**src/design/lzbd_pkg.sv**
```systemverilog
// Package for the LZ block decompressor: sizes, token phase codes,
// controller/datapath command and status structs, and the header length helper.
// Used by the controller, the datapath and the top level.
`default_nettype none
package lzbd_pkg;

	localparam int WINDOW_BITS = 17;
	localparam int WIN_DEPTH = 1 << WINDOW_BITS;
	localparam logic [32:0] WIN_SIZE = 33'd1 << WINDOW_BITS;

	localparam logic [2:0] PH_CWORD = 3'd0;
	localparam logic [2:0] PH_TOKEN = 3'd1;
	localparam logic [2:0] PH_MATCH = 3'd2;
	localparam logic [2:0] PH_TAIL  = 3'd3;
	localparam logic [2:0] PH_ENDED = 3'd4;

	typedef struct packed {
		logic load;
		logic decode;
		logic rd;
		logic wr;
		logic flush;
	} cmd_t;

	typedef struct packed {
		logic ignore;
		logic dec_push;
		logic dec_match;
		logic push_ok;
		logic copy_more;
		logic flush_needed;
		logic out_free;
	} sts_t;

	// Number of match header bytes implied by the first header byte.
	function automatic logic [2:0] hdr_len(input logic [7:0] first);
		logic [2:0] n;
		if (first[1:0] == 2'b00) begin
			n = 3'd1;
		end else if (first[1:0] != 2'b11) begin
			n = 3'd2;
		end else if (first[6:0] != 7'h03) begin
			n = 3'd3;
		end else begin
			n = 3'd4;
		end
		return n;
	endfunction

endpackage
`default_nettype wire

```
**src/design/lzbd_ctrl.sv**
```systemverilog
// Controller state machine of the LZ block decompressor.
// Depends on lzbd_pkg; drives commands to lzbd_dp from its status.
`default_nettype none
module lzbd_ctrl (
	input  wire logic         clk,
	input  wire logic         arst_n,
	input  wire logic         item_valid,
	output logic              item_stall,
	input  wire lzbd_pkg::sts_t sts,
	output lzbd_pkg::cmd_t    cmd
);

	localparam logic [2:0] S_IDLE    = 3'd0;
	localparam logic [2:0] S_DECODE  = 3'd1;
	localparam logic [2:0] S_COPY_RD = 3'd2;
	localparam logic [2:0] S_COPY_WR = 3'd3;
	localparam logic [2:0] S_FINISH  = 3'd4;

	logic [2:0] state_q;
	logic [2:0] state_d;

	assign item_stall = (state_q != S_IDLE);

	always_comb begin
		state_d = state_q;
		cmd = '0;
		case (state_q)
			S_IDLE: begin
				if (item_valid) begin
					cmd.load = 1'b1;
					state_d = S_DECODE;
				end
			end
			S_DECODE: begin
				if (sts.ignore) begin
					state_d = S_IDLE;
				end else if (!sts.dec_push || sts.push_ok) begin
					cmd.decode = 1'b1;
					state_d = sts.dec_match ? S_COPY_RD : S_FINISH;
				end
			end
			S_COPY_RD: begin
				if (sts.copy_more) begin
					cmd.rd = 1'b1;
					state_d = S_COPY_WR;
				end else begin
					state_d = S_FINISH;
				end
			end
			S_COPY_WR: begin
				if (sts.push_ok) begin
					cmd.wr = 1'b1;
					state_d = S_COPY_RD;
				end
			end
			S_FINISH: begin
				if (!sts.flush_needed) begin
					state_d = S_IDLE;
				end else if (sts.out_free) begin
					cmd.flush = 1'b1;
					state_d = S_IDLE;
				end
			end
			default: begin
				state_d = S_IDLE;
			end
		endcase
	end

	always_ff @(posedge clk or negedge arst_n) begin
		if (!arst_n) begin
			state_q <= S_IDLE;
		end else begin
			state_q <= state_d;
		end
	end

endmodule
`default_nettype wire

```
**config.mk**
```make
export PLATFORM = sky130hd
export DESIGN_NAME = lzbd_ctrl
export DESIGN_NICKNAME = d
export VERILOG_FILES = /design/src/design/lzbd_pkg.sv /design/src/design/lzbd_ctrl.sv
export SDC_FILE = /design/constraint.sdc
export NUM_CORES = 1
export LEC_CHECK = 0
export BUFFER_PORTS_ARGS = -buffer_cell sky130_fd_sc_hd__buf_4
export CAP_MARGIN = 20
export CORE_AREA = 3 3 40 42
export CTS_CLUSTER_SIZE = 16
export DETAILED_ROUTE_END_ITERATION = 8
export DIE_AREA = 0 0 43 45
export PLACE_DENSITY = 0.44
export SYNTH_ARGS = -nofsm -noshare
export SYNTH_HDL_FRONTEND = slang
export SYNTH_SLANG_ARGS = --single-unit
```
**constraint.sdc**
```tcl
create_clock -name clk -period 1.1 [get_ports clk]
set_input_delay 0.22 -clock clk [delete_from_list [all_inputs] [get_ports clk]]
set_output_delay 0.22 -clock clk [all_outputs]
set_load 0.02 [all_outputs]
```
-- After elaboration in Yosys (flattened, before gate mapping)
Cells that the tools add are included.
- flip-flop bits (word level): 3
- logic and storage cells: 35
- output and inout bits: 6
- input bits: 10
- reductions and logical operators: 5
- equality and inequality tests: 8
- muxes and demuxes: 21
- operators by type and width (cell ; count):
    3-bit two-way mux ; 8
    3-bit case mux with 5 select lines ; 1
    1-bit two-way mux ; 12
    3-bit by 2-bit equality test with 1-bit output, second input constant ; 2
    3-bit inequality test, second input constant ; 2
    2-bit inequality test, second input constant ; 2
    4-bit AND reduction ; 1
    3-bit by 1-bit equality test with 1-bit output, second input constant ; 1
    3-bit equality test, second input constant ; 1
    3-bit zero test ; 1
    3-bit nonzero test ; 1
    1-bit zero test ; 1
    1-bit logical OR ; 1

-- Depth between registers and ports, before layout
Gate-level depths: netlist of the first run.
- word-level depth: 5
- gate-level depth with buffers: 4
- mapped depth without buffers: 3

-- Worst setup path after synthesis of the first run
No wires, ideal clock.
- kind: register to output
- start: register state_q[2]
- end: output port cmd[3] in the netlist's numbering
- slack: -827 ps
- buffers on the path: 0
- cell stages (with the launch flop): 3
- data required time: 880 ps
- data arrival time: 1707 ps
- cells stage by stage: dfrtp_1 -> nand2b_4 -> a2111oi_0
- RTL lines (item ; line ; RTL):
    from (decl) ; lzbd_ctrl.sv:19 ; logic [2:0] state_q;
    from (signal assigned) ; lzbd_ctrl.sv:74 ; state_q <= state_d;
    to (decl) ; lzbd_ctrl.sv:10 ; output lzbd_pkg::cmd_t cmd

==> results_dict.tcl, run 1 <==
set metrics [dict create \
    top_regs "state_q x3" \
    setup_tns_ns -2.494 \
    initial_core_util 0.2230 \
    setup.worst_path.end_class "output pin" \
    dieArea_um2 1935 \
    root_buffer "clkbuf_4" \
    synthCells 35 \
    synth.area.top_cells "dfrtp_1 (26%), nor3_1 (7.0%), o41ai_2 (5.7%)" \
    cp-start-kind "register" \
    ys_types 22 \
    setup_viol 9 \
    n_antenna_cell 0 \
    final_common_cell "buf_4" \
    clk_latency_ns 0.23 \
    cts.reportedPaths.clkPinSlew_ns 0.04 \
    hold_viol 0 \
    vias 371 \
    p_per_area_nw_per_um2 2370 \
    die_w_um 43 \
    clock-sinks 3 \
    gr-total-overflow 0 \
    core-area_um2 1285 \
    grt_pass1_wl_um 1676 \
    cts_tree "yes" \
    place_congestion 0.6994 \
    worst_hold_startpoint "sts[0]" \
    drc_errors 0 \
    mappedNetlistArea_um2 286.5 \
    min_period_ns 1.474 \
    worstHoldPathType "in2reg" \
    routed_via_density 4.638 \
    yosys_warnings 0 \
    postRouteAntennaNets 0 \
    ir_worst_vdd_uv 1041 \
    antenna_found_initial 0 \
    instances_no_fill 80 \
    grt_max_degree 6 \
    seqCellArea_um2 77.57 \
    p_leak_nw 0.2929 \
    routed_wl_um 976 \
    grt_pass1_vias 375 \
    finalWorstSetupSlack_ns -0.3740 \
    multi_input_area_um2 266.5 \
    syn_avg_cell_area_um2 8.186 \
    hold_end "state_q[2]" \
    dp_hpwl_um 718.9 \
    yosysTopAreaCellShare 0.2620 \
    violations "negative setup slack" \
    area_delta_synth_final_pct 125.8 \
    rsz0062_at_grt "yes" \
    drive_gt1_frac 0.7538 \
    cts_made_buffers 3 \
    regToRegStartpoint "state_q[1]" \
    ios 16 \
    outcome "finished, violations left" \
    fillCellCount 125 \
    fp-row-count 13 \
    dp_cells 71 \
    mostFrequentLayoutCells "buf_4 (20), buf_6 (7), inv_1 (4), nor3_2 (3), clkbuf_4 (3)" \
    worst_hold_slack_ns 0.1820 \
    clockBufferDepth 2 \
    whs_path_depth 2 \
    crit_arrival_ns 1.25 \
    fmax_mhz 678.4 \
    synth_top_cell_by_area "dfrtp_1" \
    slew_violations 0 \
    finalNetCount 76 \
    maxSlewHeadroom 0.8371 \
    h-tree-depth 1 \
    worst_pin_slew_ns 0.2436 \
    ys_ff_latch 3 \
    crit_fanout 3 \
    yosysSeqAreaShare 0.2620 \
    regMostFlops "state_q" \
    critPathKind "reg2out" \
    skew_ns 0.001597 \
    drtIter0Drc 4 \
    wire_per_inst_um 12.20 \
    final_util 0.5034 \
    dr.pass1.iters 2 \
    cp.required_ns 0.88 \
    largest_reg_flops 3 \
    r2r-end "state_q[2]" \
    r2r_slack_ns -0.19 \
    finalCritPeriodShare 1.340 \
    die_h_um 45 \
    grtUsageTotal 0.1136 \
    drv_cap 0 \
    syn-num-nets 45 \
    pre_cts_slack_ns -0.2024 \
    rr_worst_depth 6 \
    port_buffers 15 \
]
[power by group]
group | switching, mW | total, mW | internal, mW | leakage [nW]
logic | 0.522 | 1.12 | 0.602 | 0.241
clock network | 0.0526 | 0.188 | 0.136 | 0.0150
registers | 0.0573 | 0.221 | 0.164 | 0.0366
[final cells by class]
class,count,area share
clock buffers,4,0.04062
multi-input cells,25,0.4120
flip-flops and latches,3,0.1199
well taps,15,0.02901
repair buffers,28,0.3694
inverters,5,0.02901
[cells by family (layout without fill, tap and decap cells)]
group | count (synthesis) | after routing | synth area share
flops | 3 | 3 | 0.2620
mux | 1 | 1 | 0.03494
compound gates | 9 | 9 | 0.2839
simple gates | 15 | 15 | 0.3013
buf+inv | 7 | 37 | 0.1179
[worst max path at each step]
stage	from	to	cells past startpoint
after floorplan	state_q[0]	cmd[4]	3
after global placement	state_q[2]	cmd[3]	3
after detailed placement	state_q[2]	cmd[3]	3
after CTS	state_q[0]	cmd[4]	3
after global routing	state_q[1]	cmd[3]	3
final	state_q[1]	cmd[3]	3
[worst max-delay path, stage by stage, from the launching register on]
cell and delay [ns]:
dfrtp_1 0.40, buf_6 0.14, a2111oi_4 0.30, buf_4 0.19
[synth_stat cells]
library cell,instances
a2111oi_0,1
a211oi_2,1
a21o_1,1
a21oi_1,2
a31oi_1,1
buf_4,2
dfrtp_1,3
inv_1,4
inv_2,1
mux2i_1,1
nand2_1,1
nand2b_2,1
nand2b_4,1
nand3_1,1
nor2_1,4
nor2b_1,1
nor3_1,4
o32a_2,1
o32ai_1,1
o41ai_2,1
or3_1,1
or3_2,1
[per-stage QoR]
step	instance area [um2]	power, mW
after global routing	646.9	1.642
after global placement	516.7	1.061
after CTS	633.1	1.489
after detailed placement	516.7	1.070
final	646.9	1.533
after floorplan	344.1	0.8109
[routing by layer]
| metal | GRT usage | vias to the layer above | routed length [um] |
|---|---|---|---|
| met5 | 0 | - | 0 |
| met3 | 0.01195 | 0 | 73 |
| li1 | - | 186 | - |
| met2 | 0.2246 | 12 | 531 |
| met1 | 0.1192 | 173 | 371 |
| met4 | 0.05422 | 0 | 0 |
[timing repair]
action	4_1_cts	5_1_grt
buffers inserted	4	0
pin swaps	7	6
endpoints found under the hold margin	3	0
hold buffers	1	0
setup endpoints to repair	9	9
gates cloned	0	0
resized for setup	12	4
Note: power is estimated with default switching activity, not from simulation.
==> inputs of run 2 (changes only) <==
PLACE_DENSITY = 0.43   (was 0.44)
clock period = 1.5 ns   (was 1.1 ns; I/O delays follow)
==> run 2 against run 1 <==
Effect of this change:
- the run still ends with negative setup slack left
- routed wire length is 8.3% lower
- clock-buffer cell count stayed put
- sequential power down 31%
- critical path type unchanged
- highest routed layer is now met4
==> results_dict.tcl, run 2 (synthesis results as in run 1) <==
set metrics [dict create \
    outcome "finished, violations left" \
    violations "negative setup slack" \
    dp_hpwl_um 709.9 \
    met3_length_um 62 \
    dr.pass1.iters 2 \
    skew_ns 0.0006957 \
    clock-sinks 3 \
    drv_cap 0 \
    top_layer "met4" \
    setup_viol 4 \
    place_area_um2 439.2 \
    r2r-end "state_q[2]" \
    routed_wl_um 895 \
    drive_gt1_frac 0.6441 \
    crit_fanout 3 \
    ir_worst_vdd_uv 637.5 \
    port_buffers 15 \
    worst-path-buf-inv 1 \
    routed_via_density 4.554 \
    postRouteAntennaNets 0 \
    dieArea_um2 1935 \
    cp.depth 3 \
    largest_reg_flops 3 \
    final_util 0.4255 \
    finalWorstSetupSlack_ns -0.05861 \
    drc_errors 0 \
    vias 337 \
    regMostFlops "state_q" \
    final_common_cell "buf_4" \
    cts_made_buffers 3 \
    gr-total-overflow 0 \
    grt_pass1_vias 341 \
    r2r_slack_ns 0.22 \
    mostFrequentLayoutCells "buf_4 (17), inv_1 (4), clkbuf_4 (3), buf_6 (3), dfrtp_1 (3)" \
    setup.worst_path.start "state_q[0]" \
    cts.reportedPaths.clkPinSlew_ns 0.04 \
    antenna_found_initial 0 \
    wire_per_inst_um 12.09 \
    rr_worst_depth 4 \
    clockBufferDepth 2 \
    fp-row-count 13 \
    fmax_mhz 641.6 \
    met2RoutedLength_um 450 \
    finalNetCount 70 \
    grt_pass1_wl_um 1414 \
    n_antenna_cell 0 \
    worst_pin_slew_ns 0.2928 \
    clk_latency_ns 0.24 \
    grtUsageTotal 0.09750 \
    worstHoldPathType "in2reg" \
    rsz0062_at_grt "yes" \
    cp-start-kind "register" \
    slew_violations 0 \
    p_per_area_nw_per_um2 1786 \
    cp.required_ns 1.20 \
    root_buffer "clkbuf_4" \
    final_area_um2 546.8 \
    slowest_stage "dfrtp_1" \
    grt_max_degree 10 \
    cts_tree "yes" \
    die_w_um 43 \
    setup.worst_path.end_class "output pin" \
    p_leak_nw 0.2547 \
    finalCritPeriodShare 1.039 \
    ios 16 \
    top_regs "state_q x3" \
    initial_core_util 0.2230 \
    cpPeakStageDelay_ns 0.42 \
    crit_arrival_ns 1.26 \
    die_h_um 45 \
    area_delta_synth_final_pct 90.83 \
    regToRegStartpoint "state_q[2]" \
    worstSetupEndpoint "cmd[4]" \
    maxSlewHeadroom 0.8044 \
    h-tree-depth 1 \
    met1_length_um 373 \
    path_delay_family "simple AND/OR/NAND/NOR gates" \
    hold_viol 0 \
    place_congestion 0.7251 \
    crit_path_cell_trace "or3_4 -> nor2_4 -> buf_6" \
    min_period_ns 1.559 \
    drtIter0Drc 1 \
    core-area_um2 1285 \
    critPathKind "reg2out" \
]
[run 2: through the flow]
stage | TNS, ns | power (mW) | instances | setup slack [ns] | hold WS (ns)
2_1_floorplan | 0 | 0.5204 | 35 | 0.008054 | 0.004409
3_3_place_gp | 0 | 0.6937 | 66 | 0.1361 | 0.08889
3_5_place_dp | 0 | 0.6969 | 66 | 0.1298 | 0.09038
4_1_cts | -0.2064 | 0.9416 | 71 | -0.06714 | 0.2749
5_1_grt | -0.3403 | 1.047 | 74 | -0.1156 | 0.2683
6_report | -0.1218 | 0.9766 | 74 | -0.05861 | 0.2639
[run 2: final cells by class]
cell class	instances	area, um2
tap	15	18.77
sequential	3	75.07
timing repair buffer	22	176.4
fill	139	738.2
multi-input combinational	25	231.5
inverter	5	18.77
clock buffer	4	26.28
[run 2: timing repair]
item	in CTS	in global routing
endpoints found under the hold margin	3	0
cloned	0	1
gates resized for setup	8	2
hold buffers	1	0
pin swaps	2	4
setup endpoints to repair	4	6
setup buffers	0	2
[run 2: power by group]
group	internal (mW)	switching, mW
Sequential	0.115	0.0376
Clock	0.100	0.0467
Combinational	0.338	0.339
[run 2: routing by layer]
| metal | global-route usage | vias up |
|---|---|---|
| li1 | - | 172 |
| met2 | 0.1856 | 14 |
| met3 | 0.01594 | 2 |
| met4 | 0.05422 | 0 |
| met1 | 0.1014 | 149 |
| met5 | 0 | - |
[run 2: how the worst min path moves through the flow]
stage | end | depth (start not counted) | slack, ns | start
2_1_floorplan | state_q[0] | 0 | 0.004 | arst_n
3_3_place_gp | state_q[2] | 1 | 0.09 | arst_n
3_5_place_dp | state_q[2] | 1 | 0.09 | arst_n
4_1_cts | state_q[2] | 2 | 0.27 | sts[0]
5_1_grt | state_q[2] | 2 | 0.27 | sts[0]
6_report | state_q[2] | 2 | 0.26 | sts[0]
